--- src/rtl/core/dhwm_pkg.sv ---
// Package for the drift hit window multiplicity block.
// Holds shared constants, register indexes and the stage-to-stage hit record.
// No dependencies.
package dhwm_pkg;

  // Default sizes handed to the top level parameters.
  localparam int NUM_LAYERS_DEF  = 9;
  localparam int COUNT_WIDTH_DEF = 16;

  // Window numbering.
  localparam int NUM_WIN  = 3;
  localparam int WIN_GOOD = 0;
  localparam int WIN_OK   = 1;
  localparam int WIN_ANY  = 2;

  // Fixed field widths.
  localparam int TIME_W   = 16;
  localparam int LAYER_W  = 4;
  localparam int MULT_W   = 5;
  localparam int OUT_CNT_W = 16;

  // Configuration register indexes.
  typedef enum logic [2:0] {
    CFG_GOOD_LOW  = 3'd0,
    CFG_GOOD_HIGH = 3'd1,
    CFG_OK_LOW    = 3'd2,
    CFG_OK_HIGH   = 3'd3,
    CFG_ANY_LOW   = 3'd4,
    CFG_ANY_HIGH  = 3'd5,
    CFG_EXCLUDED  = 3'd6
  } cfg_idx_t;

  // Reset values of the configuration registers (0.1 ns units).
  localparam logic [TIME_W-1:0] GOOD_LOW_RST  = 16'sd200;
  localparam logic [TIME_W-1:0] GOOD_HIGH_RST = 16'sd2100;
  localparam logic [TIME_W-1:0] OK_LOW_RST    = 16'sd50;
  localparam logic [TIME_W-1:0] OK_HIGH_RST   = 16'sd2200;
  localparam logic [TIME_W-1:0] ANY_LOW_RST   = -16'sd100;
  localparam logic [TIME_W-1:0] ANY_HIGH_RST  = 16'sd2353;
  localparam logic [15:0]       EXCLUDED_RST  = 16'd544;

  // Classified hit handed from the input stage to the accumulator.
  typedef struct packed {
    logic               counted;  // hit present, layer in range, not masked
    logic               eoe;      // closes the event
    logic [LAYER_W-1:0] layer;
    logic [NUM_WIN-1:0] win;      // window matches, indexed by WIN_*
  } hit_t;

endpackage

--- src/rtl/core/dhwm_classify.sv ---
// Input stage: registers one request and classifies it against the windows.
// Depends on dhwm_pkg.
module dhwm_classify #(
  parameter int NUM_LAYERS = dhwm_pkg::NUM_LAYERS_DEF
) (
  input  logic                                           clk,
  input  logic                                           rst_n,
  input  logic                                           load,
  input  logic                                           advance,
  input  logic                                           hit_valid,
  input  logic [dhwm_pkg::LAYER_W-1:0]                   layer,
  input  logic [dhwm_pkg::TIME_W-1:0]                    drift_time,
  input  logic                                           end_of_event,
  input  logic [dhwm_pkg::NUM_WIN-1:0][dhwm_pkg::TIME_W-1:0] win_low,
  input  logic [dhwm_pkg::NUM_WIN-1:0][dhwm_pkg::TIME_W-1:0] win_high,
  input  logic [15:0]                                    excluded,
  output logic                                           s1_valid,
  output dhwm_pkg::hit_t                                 s1_hit
);

  logic           valid_r;
  dhwm_pkg::hit_t hit_r;
  dhwm_pkg::hit_t hit_nxt;
  logic signed [dhwm_pkg::TIME_W:0]   t_ext;
  logic        [dhwm_pkg::TIME_W:0]   mag;
  logic signed [dhwm_pkg::TIME_W+1:0] mag_s;
  logic                               layer_ok;

  // Magnitude of the drift time; the most negative value becomes 32768.
  assign t_ext = {drift_time[dhwm_pkg::TIME_W-1], drift_time};
  assign mag   = drift_time[dhwm_pkg::TIME_W-1] ? (dhwm_pkg::TIME_W+1)'(-t_ext)
                                               : (dhwm_pkg::TIME_W+1)'(t_ext);
  assign mag_s = {1'b0, mag};

  assign layer_ok = ({1'b0, layer} < (dhwm_pkg::LAYER_W+1)'(NUM_LAYERS)) &&
                    !excluded[layer];

  // Exclusive window compares and the event flags.
  always_comb begin
    hit_nxt         = '0;
    hit_nxt.counted = hit_valid && layer_ok;
    hit_nxt.eoe     = end_of_event;
    hit_nxt.layer   = layer;
    for (int w = 0; w < dhwm_pkg::NUM_WIN; w++) begin
      hit_nxt.win[w] =
        ($signed({{2{win_low[w][dhwm_pkg::TIME_W-1]}}, win_low[w]}) < mag_s) &&
        (mag_s < $signed({{2{win_high[w][dhwm_pkg::TIME_W-1]}}, win_high[w]}));
    end
  end

  // Stage register.
  always_ff @(posedge clk) begin
    if (!rst_n) begin
      valid_r <= 1'b0;
    end else if (load) begin
      valid_r <= 1'b1;
    end else if (advance) begin
      valid_r <= 1'b0;
    end
    if (load) begin
      hit_r <= hit_nxt;
    end
  end

  assign s1_valid = valid_r;
  assign s1_hit   = hit_r;

endmodule

--- src/rtl/core/dhwm_accum.sv ---
// Event accumulator: per-layer and total counters plus the result register.
// Depends on dhwm_pkg.
module dhwm_accum #(
  parameter int NUM_LAYERS  = dhwm_pkg::NUM_LAYERS_DEF,
  parameter int COUNT_WIDTH = dhwm_pkg::COUNT_WIDTH_DEF
) (
  input  logic                                              clk,
  input  logic                                              rst_n,
  input  logic                                              s1_valid,
  input  dhwm_pkg::hit_t                                    s1_hit,
  output logic                                              advance,
  input  logic                                              out_tready,
  output logic                                              out_valid,
  output logic [dhwm_pkg::NUM_WIN-1:0][dhwm_pkg::MULT_W-1:0]    layers_one,
  output logic [dhwm_pkg::NUM_WIN-1:0][dhwm_pkg::OUT_CNT_W-1:0] hits_win,
  output logic [dhwm_pkg::OUT_CNT_W-1:0]                    hits_total
);

  logic [1:0] cnt_r   [dhwm_pkg::NUM_WIN][NUM_LAYERS];
  logic [1:0] cnt_nxt [dhwm_pkg::NUM_WIN][NUM_LAYERS];
  logic [COUNT_WIDTH-1:0] tot_r   [dhwm_pkg::NUM_WIN];
  logic [COUNT_WIDTH-1:0] tot_nxt [dhwm_pkg::NUM_WIN];
  logic [COUNT_WIDTH-1:0] all_r;
  logic [COUNT_WIDTH-1:0] all_nxt;
  logic [dhwm_pkg::MULT_W-1:0] one_nxt [dhwm_pkg::NUM_WIN];
  logic [31:0] tot_wide [dhwm_pkg::NUM_WIN];
  logic [31:0] all_wide;
  logic        out_valid_r;
  logic        close;

  // An event close needs the result register free; plain hits always move.
  assign advance = s1_valid && (!s1_hit.eoe || !out_valid_r || out_tready);
  assign close   = advance && s1_hit.eoe;

  // Next counter values including the hit in the stage register.
  always_comb begin
    for (int w = 0; w < dhwm_pkg::NUM_WIN; w++) begin
      one_nxt[w] = '0;
      for (int l = 0; l < NUM_LAYERS; l++) begin
        if (s1_hit.counted && s1_hit.win[w] &&
            s1_hit.layer == dhwm_pkg::LAYER_W'(l) && cnt_r[w][l] != 2'd3) begin
          cnt_nxt[w][l] = cnt_r[w][l] + 2'd1;
        end else begin
          cnt_nxt[w][l] = cnt_r[w][l];
        end
        if (cnt_nxt[w][l] == 2'd1) begin
          one_nxt[w] = one_nxt[w] + dhwm_pkg::MULT_W'(1);
        end
      end
      if (s1_hit.counted && s1_hit.win[w] && tot_r[w] != '1) begin
        tot_nxt[w] = tot_r[w] + COUNT_WIDTH'(1);
      end else begin
        tot_nxt[w] = tot_r[w];
      end
      tot_wide[w] = 32'(tot_nxt[w]);
    end
    if (s1_hit.counted && all_r != '1) begin
      all_nxt = all_r + COUNT_WIDTH'(1);
    end else begin
      all_nxt = all_r;
    end
    all_wide = 32'(all_nxt);
  end

  // Counter state: updated per hit, cleared when the event closes.
  always_ff @(posedge clk) begin
    if (!rst_n || close) begin
      for (int w = 0; w < dhwm_pkg::NUM_WIN; w++) begin
        for (int l = 0; l < NUM_LAYERS; l++) begin
          cnt_r[w][l] <= 2'd0;
        end
        tot_r[w] <= '0;
      end
      all_r <= '0;
    end else if (advance) begin
      for (int w = 0; w < dhwm_pkg::NUM_WIN; w++) begin
        for (int l = 0; l < NUM_LAYERS; l++) begin
          cnt_r[w][l] <= cnt_nxt[w][l];
        end
        tot_r[w] <= tot_nxt[w];
      end
      all_r <= all_nxt;
    end
  end

  // Result register.
  always_ff @(posedge clk) begin
    if (!rst_n) begin
      out_valid_r <= 1'b0;
    end else if (close) begin
      out_valid_r <= 1'b1;
    end else if (out_tready) begin
      out_valid_r <= 1'b0;
    end
    if (close) begin
      for (int w = 0; w < dhwm_pkg::NUM_WIN; w++) begin
        layers_one[w] <= one_nxt[w];
        hits_win[w]   <= tot_wide[w][dhwm_pkg::OUT_CNT_W-1:0];
      end
      hits_total <= all_wide[dhwm_pkg::OUT_CNT_W-1:0];
    end
  end

  assign out_valid = out_valid_r;

endmodule

--- src/rtl/core/drift_hit_window_multiplicity.sv ---
// Top level of the drift hit window multiplicity block.
// Depends on dhwm_pkg, dhwm_classify and dhwm_accum.
//
// Takes one hit request per clock cycle and emits one result per event, once
// the tlast request has passed the input register and the result register.
// The input register holds the window compares and the accumulator folds
// each hit into the per-layer and total counters as it leaves that register.
// A result still waiting in the output register holds the next tlast request
// in the input register, and the input stalls behind it; plain hits ahead of
// that request keep flowing. Configuration writes are taken every cycle
// (cfg_ready is always high) and must only be made while no event is in flight.
module drift_hit_window_multiplicity #(
  parameter int NUM_LAYERS  = dhwm_pkg::NUM_LAYERS_DEF,
  parameter int COUNT_WIDTH = dhwm_pkg::COUNT_WIDTH_DEF
) (
  input  logic        clk,
  input  logic        rst_n,
  // Hit requests.
  input  logic        in_tvalid,
  output logic        in_tready,
  input  logic [23:0] in_tdata,   // [3:0] layer, [19:4] drift_time, [23:20] zero
  input  logic        in_tuser,   // [0] hit_valid
  input  logic        in_tlast,   // end_of_event
  // Event results.
  output logic        out_tvalid,
  input  logic        out_tready,
  // [4:0] layers_one_good, [9:5] layers_one_ok, [14:10] layers_one_any,
  // [30:15] hits_good, [46:31] hits_ok, [62:47] hits_any,
  // [78:63] hits_total, [79] zero
  output logic [79:0] out_tdata,
  // Configuration writes.
  input  logic        cfg_valid,
  output logic        cfg_ready,
  input  logic [2:0]  cfg_index,
  input  logic [15:0] cfg_data
);

  logic [dhwm_pkg::NUM_WIN-1:0][dhwm_pkg::TIME_W-1:0] win_low_r;
  logic [dhwm_pkg::NUM_WIN-1:0][dhwm_pkg::TIME_W-1:0] win_high_r;
  logic [15:0]    excluded_r;
  logic           load;
  logic           advance;
  logic           s1_valid;
  dhwm_pkg::hit_t s1_hit;
  logic           out_valid;
  logic [dhwm_pkg::NUM_WIN-1:0][dhwm_pkg::MULT_W-1:0]    layers_one;
  logic [dhwm_pkg::NUM_WIN-1:0][dhwm_pkg::OUT_CNT_W-1:0] hits_win;
  logic [dhwm_pkg::OUT_CNT_W-1:0] hits_total;

  // Configuration register file.
  assign cfg_ready = 1'b1;

  always_ff @(posedge clk) begin
    if (!rst_n) begin
      win_low_r[dhwm_pkg::WIN_GOOD]  <= dhwm_pkg::GOOD_LOW_RST;
      win_high_r[dhwm_pkg::WIN_GOOD] <= dhwm_pkg::GOOD_HIGH_RST;
      win_low_r[dhwm_pkg::WIN_OK]    <= dhwm_pkg::OK_LOW_RST;
      win_high_r[dhwm_pkg::WIN_OK]   <= dhwm_pkg::OK_HIGH_RST;
      win_low_r[dhwm_pkg::WIN_ANY]   <= dhwm_pkg::ANY_LOW_RST;
      win_high_r[dhwm_pkg::WIN_ANY]  <= dhwm_pkg::ANY_HIGH_RST;
      excluded_r                     <= dhwm_pkg::EXCLUDED_RST;
    end else if (cfg_valid) begin
      unique case (dhwm_pkg::cfg_idx_t'(cfg_index))
        dhwm_pkg::CFG_GOOD_LOW:  win_low_r[dhwm_pkg::WIN_GOOD]  <= cfg_data;
        dhwm_pkg::CFG_GOOD_HIGH: win_high_r[dhwm_pkg::WIN_GOOD] <= cfg_data;
        dhwm_pkg::CFG_OK_LOW:    win_low_r[dhwm_pkg::WIN_OK]    <= cfg_data;
        dhwm_pkg::CFG_OK_HIGH:   win_high_r[dhwm_pkg::WIN_OK]   <= cfg_data;
        dhwm_pkg::CFG_ANY_LOW:   win_low_r[dhwm_pkg::WIN_ANY]   <= cfg_data;
        dhwm_pkg::CFG_ANY_HIGH:  win_high_r[dhwm_pkg::WIN_ANY]  <= cfg_data;
        dhwm_pkg::CFG_EXCLUDED:  excluded_r                     <= cfg_data;
        default: ;
      endcase
    end
  end

  // The input register is free when empty or when its hit moves on.
  assign in_tready = !s1_valid || advance;
  assign load      = in_tvalid && in_tready;

  dhwm_classify #(
    .NUM_LAYERS (NUM_LAYERS)
  ) u_classify (
    .clk          (clk),
    .rst_n        (rst_n),
    .load         (load),
    .advance      (advance),
    .hit_valid    (in_tuser),
    .layer        (in_tdata[3:0]),
    .drift_time   (in_tdata[19:4]),
    .end_of_event (in_tlast),
    .win_low      (win_low_r),
    .win_high     (win_high_r),
    .excluded     (excluded_r),
    .s1_valid     (s1_valid),
    .s1_hit       (s1_hit)
  );

  dhwm_accum #(
    .NUM_LAYERS  (NUM_LAYERS),
    .COUNT_WIDTH (COUNT_WIDTH)
  ) u_accum (
    .clk        (clk),
    .rst_n      (rst_n),
    .s1_valid   (s1_valid),
    .s1_hit     (s1_hit),
    .advance    (advance),
    .out_tready (out_tready),
    .out_valid  (out_valid),
    .layers_one (layers_one),
    .hits_win   (hits_win),
    .hits_total (hits_total)
  );

  // Result packing.
  assign out_tvalid = out_valid;
  assign out_tdata  = {1'b0, hits_total,
                       hits_win[dhwm_pkg::WIN_ANY], hits_win[dhwm_pkg::WIN_OK],
                       hits_win[dhwm_pkg::WIN_GOOD],
                       layers_one[dhwm_pkg::WIN_ANY], layers_one[dhwm_pkg::WIN_OK],
                       layers_one[dhwm_pkg::WIN_GOOD]};

endmodule

--- config.mk ---
export PLATFORM = sky130hd
export DESIGN_NAME = drift_hit_window_multiplicity
export DESIGN_NICKNAME = d
export VERILOG_FILES = /design/src/rtl/core/dhwm_pkg.sv /design/src/rtl/core/dhwm_classify.sv /design/src/rtl/core/dhwm_accum.sv /design/src/rtl/core/drift_hit_window_multiplicity.sv
export SDC_FILE = /design/constraint.sdc
export NUM_CORES = 1
export LEC_CHECK = 0
export ABC_AREA = 1
export BUFFER_PORTS_ARGS = -buffer_cell sky130_fd_sc_hd__buf_2
export CORE_MARGIN = 5
export CORE_UTILIZATION = 53
export CTS_BUF_LIST = sky130_fd_sc_hd__clkbuf_4 sky130_fd_sc_hd__clkbuf_8
export DETAILED_ROUTE_END_ITERATION = 10
export GPL_TIMING_DRIVEN = 0
export PLACE_DENSITY = 0.74
export SLEW_MARGIN = 0
export SYNTH_ARGS = -nofsm -noshare
export SYNTH_HDL_FRONTEND = slang
export SYNTH_SLANG_ARGS = --single-unit
--- constraint.sdc ---
create_clock -name clk -period 4.9 [get_ports clk]
set_input_delay 0 -clock clk [delete_from_list [all_inputs] [get_ports clk]]
set_output_delay 0 -clock clk [all_outputs]
set_load 0.02 [all_outputs]
**After elaboration in Yosys (flattened, before gate mapping)**

Memory sizes are Yosys's and may differ from the RTL's.
Index checks and enable logic that the tools add are counted.

- Register bits after elaboration: 218
- Bits in latches: 0
- Bits in writable memories: 102
- Memory bits (read-only): 0
- Bits of input ports: 50
- Memories: 2

- $add $sub $neg: 56
- Multiply operators: 0
- Divide/modulo/power cells: 0
- Magnitude comparators: 8
- Eq/ne operators: 72
- Shift-type cells: 0
- Muxes and demuxes: 100
- Bitwise gates (word level): 30
- Reduce and logical (&&, ||, !) cells: 89

Memory list:

| name | words | bits a word | read ports | clocked after memory_dff | wr ports | line | text |
|---|---|---|---|---|---|---|---|
| u_accum.cnt_r | 3 | 18 | 3 | 0 | 3 | dhwm_accum.sv:19 | `logic [1:0] cnt_r [dhwm_pkg::NUM_WIN][NUM_LAYERS];` |
| u_accum.tot_r | 3 | 16 | 3 | 0 | 3 | dhwm_accum.sv:21 | `logic [COUNT_WIDTH-1:0] tot_r [dhwm_pkg::NUM_WIN];` |

Operators with widths:

| kind | count |
|---|---|
| $mux 5 | 24 |
| $mux 16 | 7 |
| $mux 2 | 54 |
| $add 5x1->5 const B | 21 |
| $logic_and 1x1->1 | 69 |
| $add 16x1->16 const B | 4 |
| $ne 16x16->1 const B | 4 |
| $add 2x1->2 const B | 27 |
| $eq 2x1->1 const B | 27 |
| $lt 16x18->1 | 3 |
| $lt 18x16->1 | 3 |
| $ne 2x2->1 const B | 27 |
| $or 1x1->1 | 30 |
| $mux 17 | 1 |
| $neg 16->17 | 1 |
| $eq 4x3->1 const B | 4 |
| $reduce_and 2->1 | 7 |
| $mux 1 | 13 |
| $eq 3x3->1 const B | 3 |
| $eq 4x2->1 const B | 2 |
| $add 1x1->2 const B | 3 |
| $eq 3x2->1 const B | 2 |
| $logic_not 1->1 | 5 |
| $lt 4x5->1 const B | 1 |
| other kinds (9) | 13 |

**Depth between registers and ports, before layout**

Gate-level depths: netlist of the first run.

- Depth in word-level cells: 22
- Gate-level depth with buffers: 39
- Depth with buffers taken out: 39

**Modules after synthesis**

Synthesis of the first run repeated with hierarchy kept, for this count alone.

- Cells, all modules: 2579
- Area, all modules: 19520.0 um2

Modules (own cells, without submodules):

| module | times used | cells each | area each (um2) | seq. area each (um2) |
|---|---|---|---|---|
| dhwm_accum | 1 | 1349 | 11783.8 | 5775.5 |
| drift_hit_window_multiplicity | 1 | 615 | 4384.2 | 2242.2 |
| dhwm_classify | 1 | 615 | 3352.0 | 290.3 |

**Worst setup path before layout of the first run**

No wires, ideal clock.

- Kind: flip-flop to flip-flop
- Start: reg u_classify.hit_r (netlist bit u_classify.s1_hit[3])
- End: reg u_accum.layers_one[14] (netlist bit), data pin
- Setup time: 253 ps
- Arrival: 4747 ps
- Data required time: 4647 ps
- Slack: -100 ps
- Stages on the path, launching flop included: 39
- Buffers on the path: 0
- Clock period less this slack: 5000 ps
- Cell sequence: edfxtp_1 -> inv_1 -> nand2_1 -> nor2_1 -> inv_1 -> nor3_1 -> nand2_1 -> o21ai_0 -> inv_1 -> nor2_1 -> ha_1 -> inv_1 -> nand3_1 -> nand2_2 -> ha_1 -> nand2_1 -> nand2_1 -> ha_1 -> (+3 left out) -> ha_1 -> nand2_1 -> nand2_1 -> nand3_2 -> inv_1 -> nor2_1 -> o21ai_0 -> o21ai_0 -> ha_1 -> o21ai_0 -> inv_1 -> ha_1 -> nand2_1 -> nor2_1 -> nand3_1 -> nand2_1 -> inv_1 -> nor2_1

RTL lines:

| what | line | text |
|---|---|---|
| start, declared | dhwm_classify.sv:22 | `dhwm_pkg::hit_t hit_r;` |
| start signal, assigned | dhwm_classify.sv:61 | `hit_r <= hit_nxt;` |
| end signal, assigned by index | dhwm_accum.sv:97 | `layers_one[w] <= one_nxt[w];` |
| end, declared | dhwm_accum.sv:14 | `output logic [dhwm_pkg::NUM_WIN-1:0][dhwm_pkg::MULT_W-1:0] layers_one,` |

==> results.py, run 1 <==
metrics = {
    "synthesis": {
        "synth_area_mm2": 0.01805,
        "post_synth_inst_count": 2191,
        "postSynthRegisterBits": 313,
        "postSynth.asyncResetShare_pct": 0,
        "syn_area_cell_um2": 8.238,
        "post-synth-top-area-fraction_pct": 31.61,
        "warnings_from_yosys": 0,
        "post_synth_num_cell_types": 49,
        "sequential_element_share_of_the_synthesized_area_pct": 45.25,
        "synth_fp_nets": 2387,
        "post-synth-top-area-cell": "edfxtp_1",
        "synth_enable_flop_cells": 190,
        "primary_ff_master_synth": "edfxtp_1",
        "yosys-top-cells-area": "edfxtp_1 (32%), dfxtp_1 (14%), ha_1 (10%)",
    },
    "run_status": {
        "outcome": "finished with violations",
        "failed_checks": "setup timing",
    },
    "die": {
        "die_h_um": 194.5,
        "core_area_mm2": 0.03362,
        "dieArea_mm2": 0.03784,
        "rows": 67,
        "die_width_um": 194.5,
        "initial_core_util_pct": 53.69,
        "top_level_ports": 133,
    },
    "sta": {
        "timing.hold.ws_ns": 0.05294,
        "finalClockSkew_ns": 0.02713,
        "final_min_period_over_clock_period_pct": 102.4,
        "rsz_0062_raised_after_global_routing": "yes",
        "max_transition_viols_final": 0,
        "timing_worst_slew_pin_value_ns": 1.106,
        "timing.setup.tns_ns": -0.3550,
        "final-setup-viol-count": 5,
        "final_critical_path_setup_slack_ns": -0.1159,
        "final-hold-violation-count": 0,
        "maxClockFrequency_mhz": 199.4,
        "worst_slew_margin_rel_pct": 25.67,
        "layout_min_cycle_time_ns": 5.016,
    },
    "job": {
        "max-cap-violations": 0,
    },
    "clocking": {
        "clock_tree.root_cell": "clkbuf_8",
        "clkSlewWorstSetupHoldPaths_ns": 0.06,
        "tritoncts": "built",
        "cts_inserted_buffers": 53,
        "max-clock-path-buffers": 3,
        "clock_latency_on_the_worst_skew_pair_ns": 0.60,
        "htree_num_levels": 2,
        "clock_sinks": 313,
    },
    "global_route": {
        "global_route_usage_sum_pct": 23.08,
        "grt_max_degree": 66,
        "grt_pass1_vias": 15830,
        "grt_first_pass_wirelength_mm": 73.95,
        "grt.overflow.total": 0,
        "grt_antenna_before_repair": 0,
    },
    "routing": {
        "drt_iter0_markers": 908,
        "vias_per_cell": 5.270,
        "route.detailed.wl_per_inst_um": 15.39,
        "drt-total-wl_mm": 46.37,
        "via_count": 15880,
        "final_antenna_net_count": 0,
        "detailedRoute.firstPassIterationCount": 5,
        "drc_errors": 0,
    },
    "placement": {
        "placedInstanceArea_mm2": 0.01932,
        "gp_routability_congestion": 0.9019,
        "number_of_buffers_inserted_by_port_buffering": 126,
        "detailed_placement_hpwl_mm": 31.53,
    },
    "finish": {
        "nFillCells": 2623,
        "syn2layout_area_growth_pct": 25.59,
        "most-common-layout-cells": "inv_1 (326), nand2_1 (317), nor2_1 (274)",
        "finish.utilization_pct": 67.43,
        "final_layout_size_suffix_gt1_share_pct": 22.34,
        "layout.cells.most_common": "inv_1",
        "nNetsFinal": 2717,
        "final_cell_area_mm2": 0.02267,
        "ant_cells": 0,
    },
    "pwr": {
        "vdd_ir_drop_max_v": 0.0002282,
        "pwr_dens_mw_per_mm2": 306.7,
        "total_power_mw": 6.951,
        "static-leakage-power_nw": 10.41,
    },
    "setup_path": {
        "worst_ep_arrival_time_ns": 5.36,
        "endpoint_kind": "flop",
        "worst-setup-path-type": "reg2reg",
        "crit_path_max_incr_delay_ns": 0.47,
        "critical_path.slowest_cell": "edfxtp_1",
        "critPathRequiredTime_ns": 5.24,
        "critical_path_maximum_fanout": 3,
        "setup.worst_path.start_class": "flop",
    },
    "hold_path": {
        "worst_hold_path_type": "in2reg",
    },
}
## logic make-up (layout without fill, tap and decap cells)
logic type / count (synthesis) / count (layout) / share of synthesized area [%]
and+or+nand+nor: 943 / 943 / 22.81
other: 2 / 2 / 0.04161
xor gates and xnor gates: 98 / 98 / 4.756
adders and majority gates: 146 / 146 / 10.12
buffers and inverters: 412 / 786 / 8.631
AOI/OAI and AO/OA: 277 / 277 / 8.388
DFF: 313 / 313 / 45.25
## critical path: cells and delay by family, from the launching register on
| kind | cells | cell delay [ns] |
|---|---|---|
| AOI/OAI and AO/OA | 3 | 0.21 |
| xor gates and xnor gates | 1 | 0.14 |
| adders and majority gates | 6 | 1.40 |
| buffers and inverters | 8 | 0.59 |
| DFF | 1 | 0.47 |
| and+or+nand+nor | 18 | 1.95 |
## per-layer routing
layer,GRT usage (%),up-vias,share of wire (%)
met2,40.94,454,50
met4,8.438,0,3.7
li1,-,7840,-
met1,28.49,7450,41
met5,0,-,0
met3,3.584,135,5.5
## power breakdown
group	total [mW]	switching [mW]	internal, mW
logic	1.41	0.821	0.587
clock network	2.56	1.12	1.44
registers	2.98	0.0660	2.92
total	6.95	2.01	4.94
## repair_timing
action / in CTS / in global routing
hold endpoints to repair: 113 / 0
hold buffers: 36 / 0
pin swaps: 55 / 86
setup buffers: 93 / 25
setup endpoints to repair: 12 / 12
gates resized for setup: 94 / 162
## per-stage QoR
stage               cells  worst slack, ns
finish               3013          -0.1159
detailed placement   2767          -0.9218
global route         3013          -0.3689
floorplan            2191         -0.03820
global placement     2765           -1.069
CTS                  2995         0.002490
## cells in the mapped netlist, drive strengths merged, types with 4 or more instances
cell and n:
nand2 394, inv 366, nor2 306, edfxtp 190, ha 146, nand3 145
o21ai 144, dfxtp 123, a21oi 93, xor2 74, clkbuf 40, nor3 31
xnor2 24, nand4 22, nand3b 12, nor4 11, a211oi 10, and2 10
o211ai 10, or2 9, a2111oi 5, buf 4, o22ai 4
## final cells by class
class | instances | area (um^2) | area share [%]
inverters | 368 | 1393 | 6.144
clock inverters | 25 | 234.0 | 1.032
plain buffers | 44 | 192.7 | 0.8501
well taps | 448 | 560.5 | 2.473
multi-input cells | 1466 | 9255 | 40.83
repair buffers | 275 | 1939 | 8.556
clock buffers | 74 | 924.6 | 4.079
flip-flops and latches | 313 | 8168 | 36.03
## sequential cells by signal, summed over array words and instances (netlist names)
name                 flops
u_accum.tot_r           48
u_accum.hits_win        48
excluded_r               9
u_accum.layers_one      15
u_classify.s1_hit        9
u_classify.s1_valid      1
win_low_r               48
win_high_r              48
u_accum.out_valid        1
u_accum.hits_total      16
u_accum.cnt_r           54
u_accum.all_r           16
## final timing paths
check / end / startpoint / slack (ns) / cells past startpoint
max: u_accum.layers_one[9] / u_classify.s1_hit[4] / -0.12 / 36
min: excluded_r[1] / cfg_valid / 0.05 / 5
max reg2reg: u_accum.layers_one[9] / u_classify.s1_hit[4] / -0.12 / 36
min reg2reg: win_high_r[16] / win_high_r[16] / 0.45 / 2
Note: power is estimated with default switching activity, not from simulation.
==> run 2, diff against run 1 <==
--- a/config.mk
+++ b/config.mk
@@ -8,11 +8,11 @@
 export ABC_AREA = 1
 export BUFFER_PORTS_ARGS = -buffer_cell sky130_fd_sc_hd__buf_2
 export CORE_MARGIN = 5
-export CORE_UTILIZATION = 53
+export CORE_UTILIZATION = 57
 export CTS_BUF_LIST = sky130_fd_sc_hd__clkbuf_4 sky130_fd_sc_hd__clkbuf_8
 export DETAILED_ROUTE_END_ITERATION = 10
 export GPL_TIMING_DRIVEN = 0
-export PLACE_DENSITY = 0.74
+export PLACE_DENSITY = 0.79
 export SLEW_MARGIN = 0
 export SYNTH_ARGS = -nofsm -noshare
 export SYNTH_HDL_FRONTEND = slang
==> run 2 against run 1 <==
Compared with the run above:
- the flow still finishes with violations (setup timing)
- power decreased by 3.8%
- maximum frequency decreased by 0.55%
- non-clock buffer count decreased by 11
- worst hold slack improved by 0.078 ns
- clock skew increased by 0.015 ns
- first-iteration DRC count increased by 27%
- clock power decreased by 8.2%
- cell area decreased by 1.5%
- critical path depth decreased by 2
==> results.py, run 2 (synthesized netlist as in run 1, its figures left out) <==
metrics = {
    "setup_path": {
        "cpLargestDelayFamily": "simple AND/OR/NAND/NOR gates",
        "worst_ep_arrival_time_ns": 5.36,
        "critPathRequiredTime_ns": 5.22,
        "critPathBufInv": 9,
        "critical_path_maximum_fanout": 3,
        "worst-setup-path-type": "reg2reg",
        "endpoint_kind": "flop",
        "critical_path.slowest_cell": "edfxtp_1",
        "setup.worst_path.start_class": "flop",
        "crit_path_max_incr_delay_ns": 0.46,
    },
    "sta": {
        "maxClockFrequency_mhz": 198.3,
        "final_min_period_over_clock_period_pct": 102.9,
        "rsz_0062_raised_after_global_routing": "yes",
        "worst_slew_margin_rel_pct": 26.84,
        "finalClockSkew_ns": 0.04220,
        "timing_worst_slew_pin_value_ns": 1.089,
        "final-setup-viol-count": 7,
        "layout_min_cycle_time_ns": 5.044,
        "max_transition_viols_final": 0,
        "final_critical_path_setup_slack_ns": -0.1438,
        "timing.setup.tns_ns": -0.5761,
        "timing.hold.ws_ns": 0.1310,
        "final-hold-violation-count": 0,
    },
    "clocking": {
        "max-clock-path-buffers": 3,
        "clock_sinks": 313,
        "clock_tree.root_cell": "clkbuf_8",
        "clock_latency_on_the_worst_skew_pair_ns": 0.60,
        "htree_num_levels": 2,
        "cts_inserted_buffers": 53,
        "tritoncts": "built",
        "clkSlewWorstSetupHoldPaths_ns": 0.06,
    },
    "placement": {
        "placedInstanceArea_mm2": 0.01926,
        "detailedPlace.worstSlack_ns": -0.9405,
        "number_of_buffers_inserted_by_port_buffering": 126,
        "gp_routability_congestion": 0.8835,
        "place_inst": 2721,
        "detailed_placement_hpwl_mm": 30.35,
    },
    "job": {
        "max-cap-violations": 0,
    },
    "global_route": {
        "grt_antenna_before_repair": 1,
        "global_route_usage_sum_pct": 24.65,
        "grt_max_degree": 64,
        "grt_pass1_vias": 15710,
        "grt.overflow.total": 0,
        "grt_first_pass_wirelength_mm": 73.51,
    },
    "finish": {
        "nFillCells": 2240,
        "finish.utilization_pct": 71.09,
        "regMostFlops": "u_accum.cnt_r",
        "final_cell_area_mm2": 0.02232,
        "layout.cells.most_common": "inv_1",
        "nNetsFinal": 2706,
        "most-common-layout-cells": "inv_1 (329), nand2_1 (320), nor2_1 (281)",
        "final_layout_size_suffix_gt1_share_pct": 21.35,
        "syn2layout_area_growth_pct": 23.65,
        "number_of_flip_flops_in_the_largest_register": 54,
        "finalNonFillerCells": 2956,
    },
    "pwr": {
        "share_clk_of_total_power_pct": 35.2,
        "power_switching_mw": 1.937,
        "cell_int_power_mw": 4.751,
        "total_power_mw": 6.688,
        "pwr_dens_mw_per_mm2": 299.7,
        "power_share_of_the_combinational_group_pct": 20.2,
        "static-leakage-power_nw": 10.29,
        "power.share.sequential_pct": 44.6,
        "sw_frac_of_total_pct": 28.97,
        "vdd_ir_drop_max_v": 0.0002253,
    },
    "routing": {
        "route.detailed.wl_per_inst_um": 15.42,
        "detailedRoute.firstPassIterationCount": 6,
        "drt_iter0_markers": 1154,
        "final_antenna_net_count": 0,
        "via_count": 15980,
        "drt-total-wl_mm": 45.59,
        "drc_errors": 0,
        "vias_per_cell": 5.407,
    },
    "die": {
        "die_h_um": 187.9,
        "dieArea_mm2": 0.03532,
        "die_width_um": 187.9,
        "top_level_ports": 133,
        "rows": 65,
        "core_area_mm2": 0.03139,
        "initial_core_util_pct": 57.49,
    },
    "run_status": {
        "outcome": "finished with violations",
        "failed_checks": "setup timing",
    },
    "hold_path": {
        "worst_hold_path_type": "in2reg",
    },
}
==> run 2: cell count changes in the layout (fill, tap and decap cells not counted), sizes merged, moves of 2 or more <==
cell / delta
dlygate4sd3: -2
bufinv: -4
clkinv: -9
buf: -9
clkbuf: +10
clkinvlp: +2
==> run 2: power groups by stage <==
stage	sequential, mW	combinational [mW]	clock, mW
finish	2.98	1.35	2.35
global route	2.99	1.51	2.52
CTS	2.98	1.19	2.39
detailed placement	3.03	0.947	0
global placement	3.04	0.889	0
floorplan	3.05	0.662	0
==> run 2: final cells by class <==
cell class,instances,area [um^2],share of cell area [%]
timing repair buffer,264,1826,8.180
buffer,44,183.9,0.8242
sequential,313,8168,36.60
antenna,1,2.502,0.01121
multi-input combinational,1466,9166,41.07
clock buffer,84,987.2,4.424
tap,402,503.0,2.254
clock inverter,14,85.08,0.3813
inverter,368,1395,6.251
==> run 2: path summary, 6_finish.rpt <==
| kind | cells after the start | endpoint | slack (ns) | startpoint |
|---|---|---|---|---|
| worst min register to register | 2 | win_high_r[28] | 0.46 | win_high_r[28] |
| worst max register to register | 34 | u_accum.layers_one[9] | -0.14 | u_classify.s1_hit[4] |
| worst max-delay path | 34 | u_accum.layers_one[9] | -0.14 | u_classify.s1_hit[4] |
| worst min-delay path | 2 | u_classify.s1_hit[7] | 0.13 | in_tlast |
==> run 2: metal layers <==
| metal | up-vias | part of all wire (%) | GRT usage, % | wire length [um] |
|---|---|---|---|---|
| met5 | - | 0 | 0 | 0 |
| met4 | 0 | 3.3 | 8.752 | 1522 |
| met3 | 150 | 6.2 | 4.263 | 2836 |
| met2 | 554 | 50 | 44.03 | 22780 |
| met1 | 7473 | 40 | 30.04 | 18450 |
| li1 | 7806 | - | - | - |
==> run 2: what timing repair did <==
action                                 in CTS  in global routing
setup buffers                              95                 21
pin swaps                                  83                 80
gates resized for setup                   125                105
hold buffers                               34                  0
setup endpoints to repair                  12                 12
endpoints found under the hold margin     113                  0
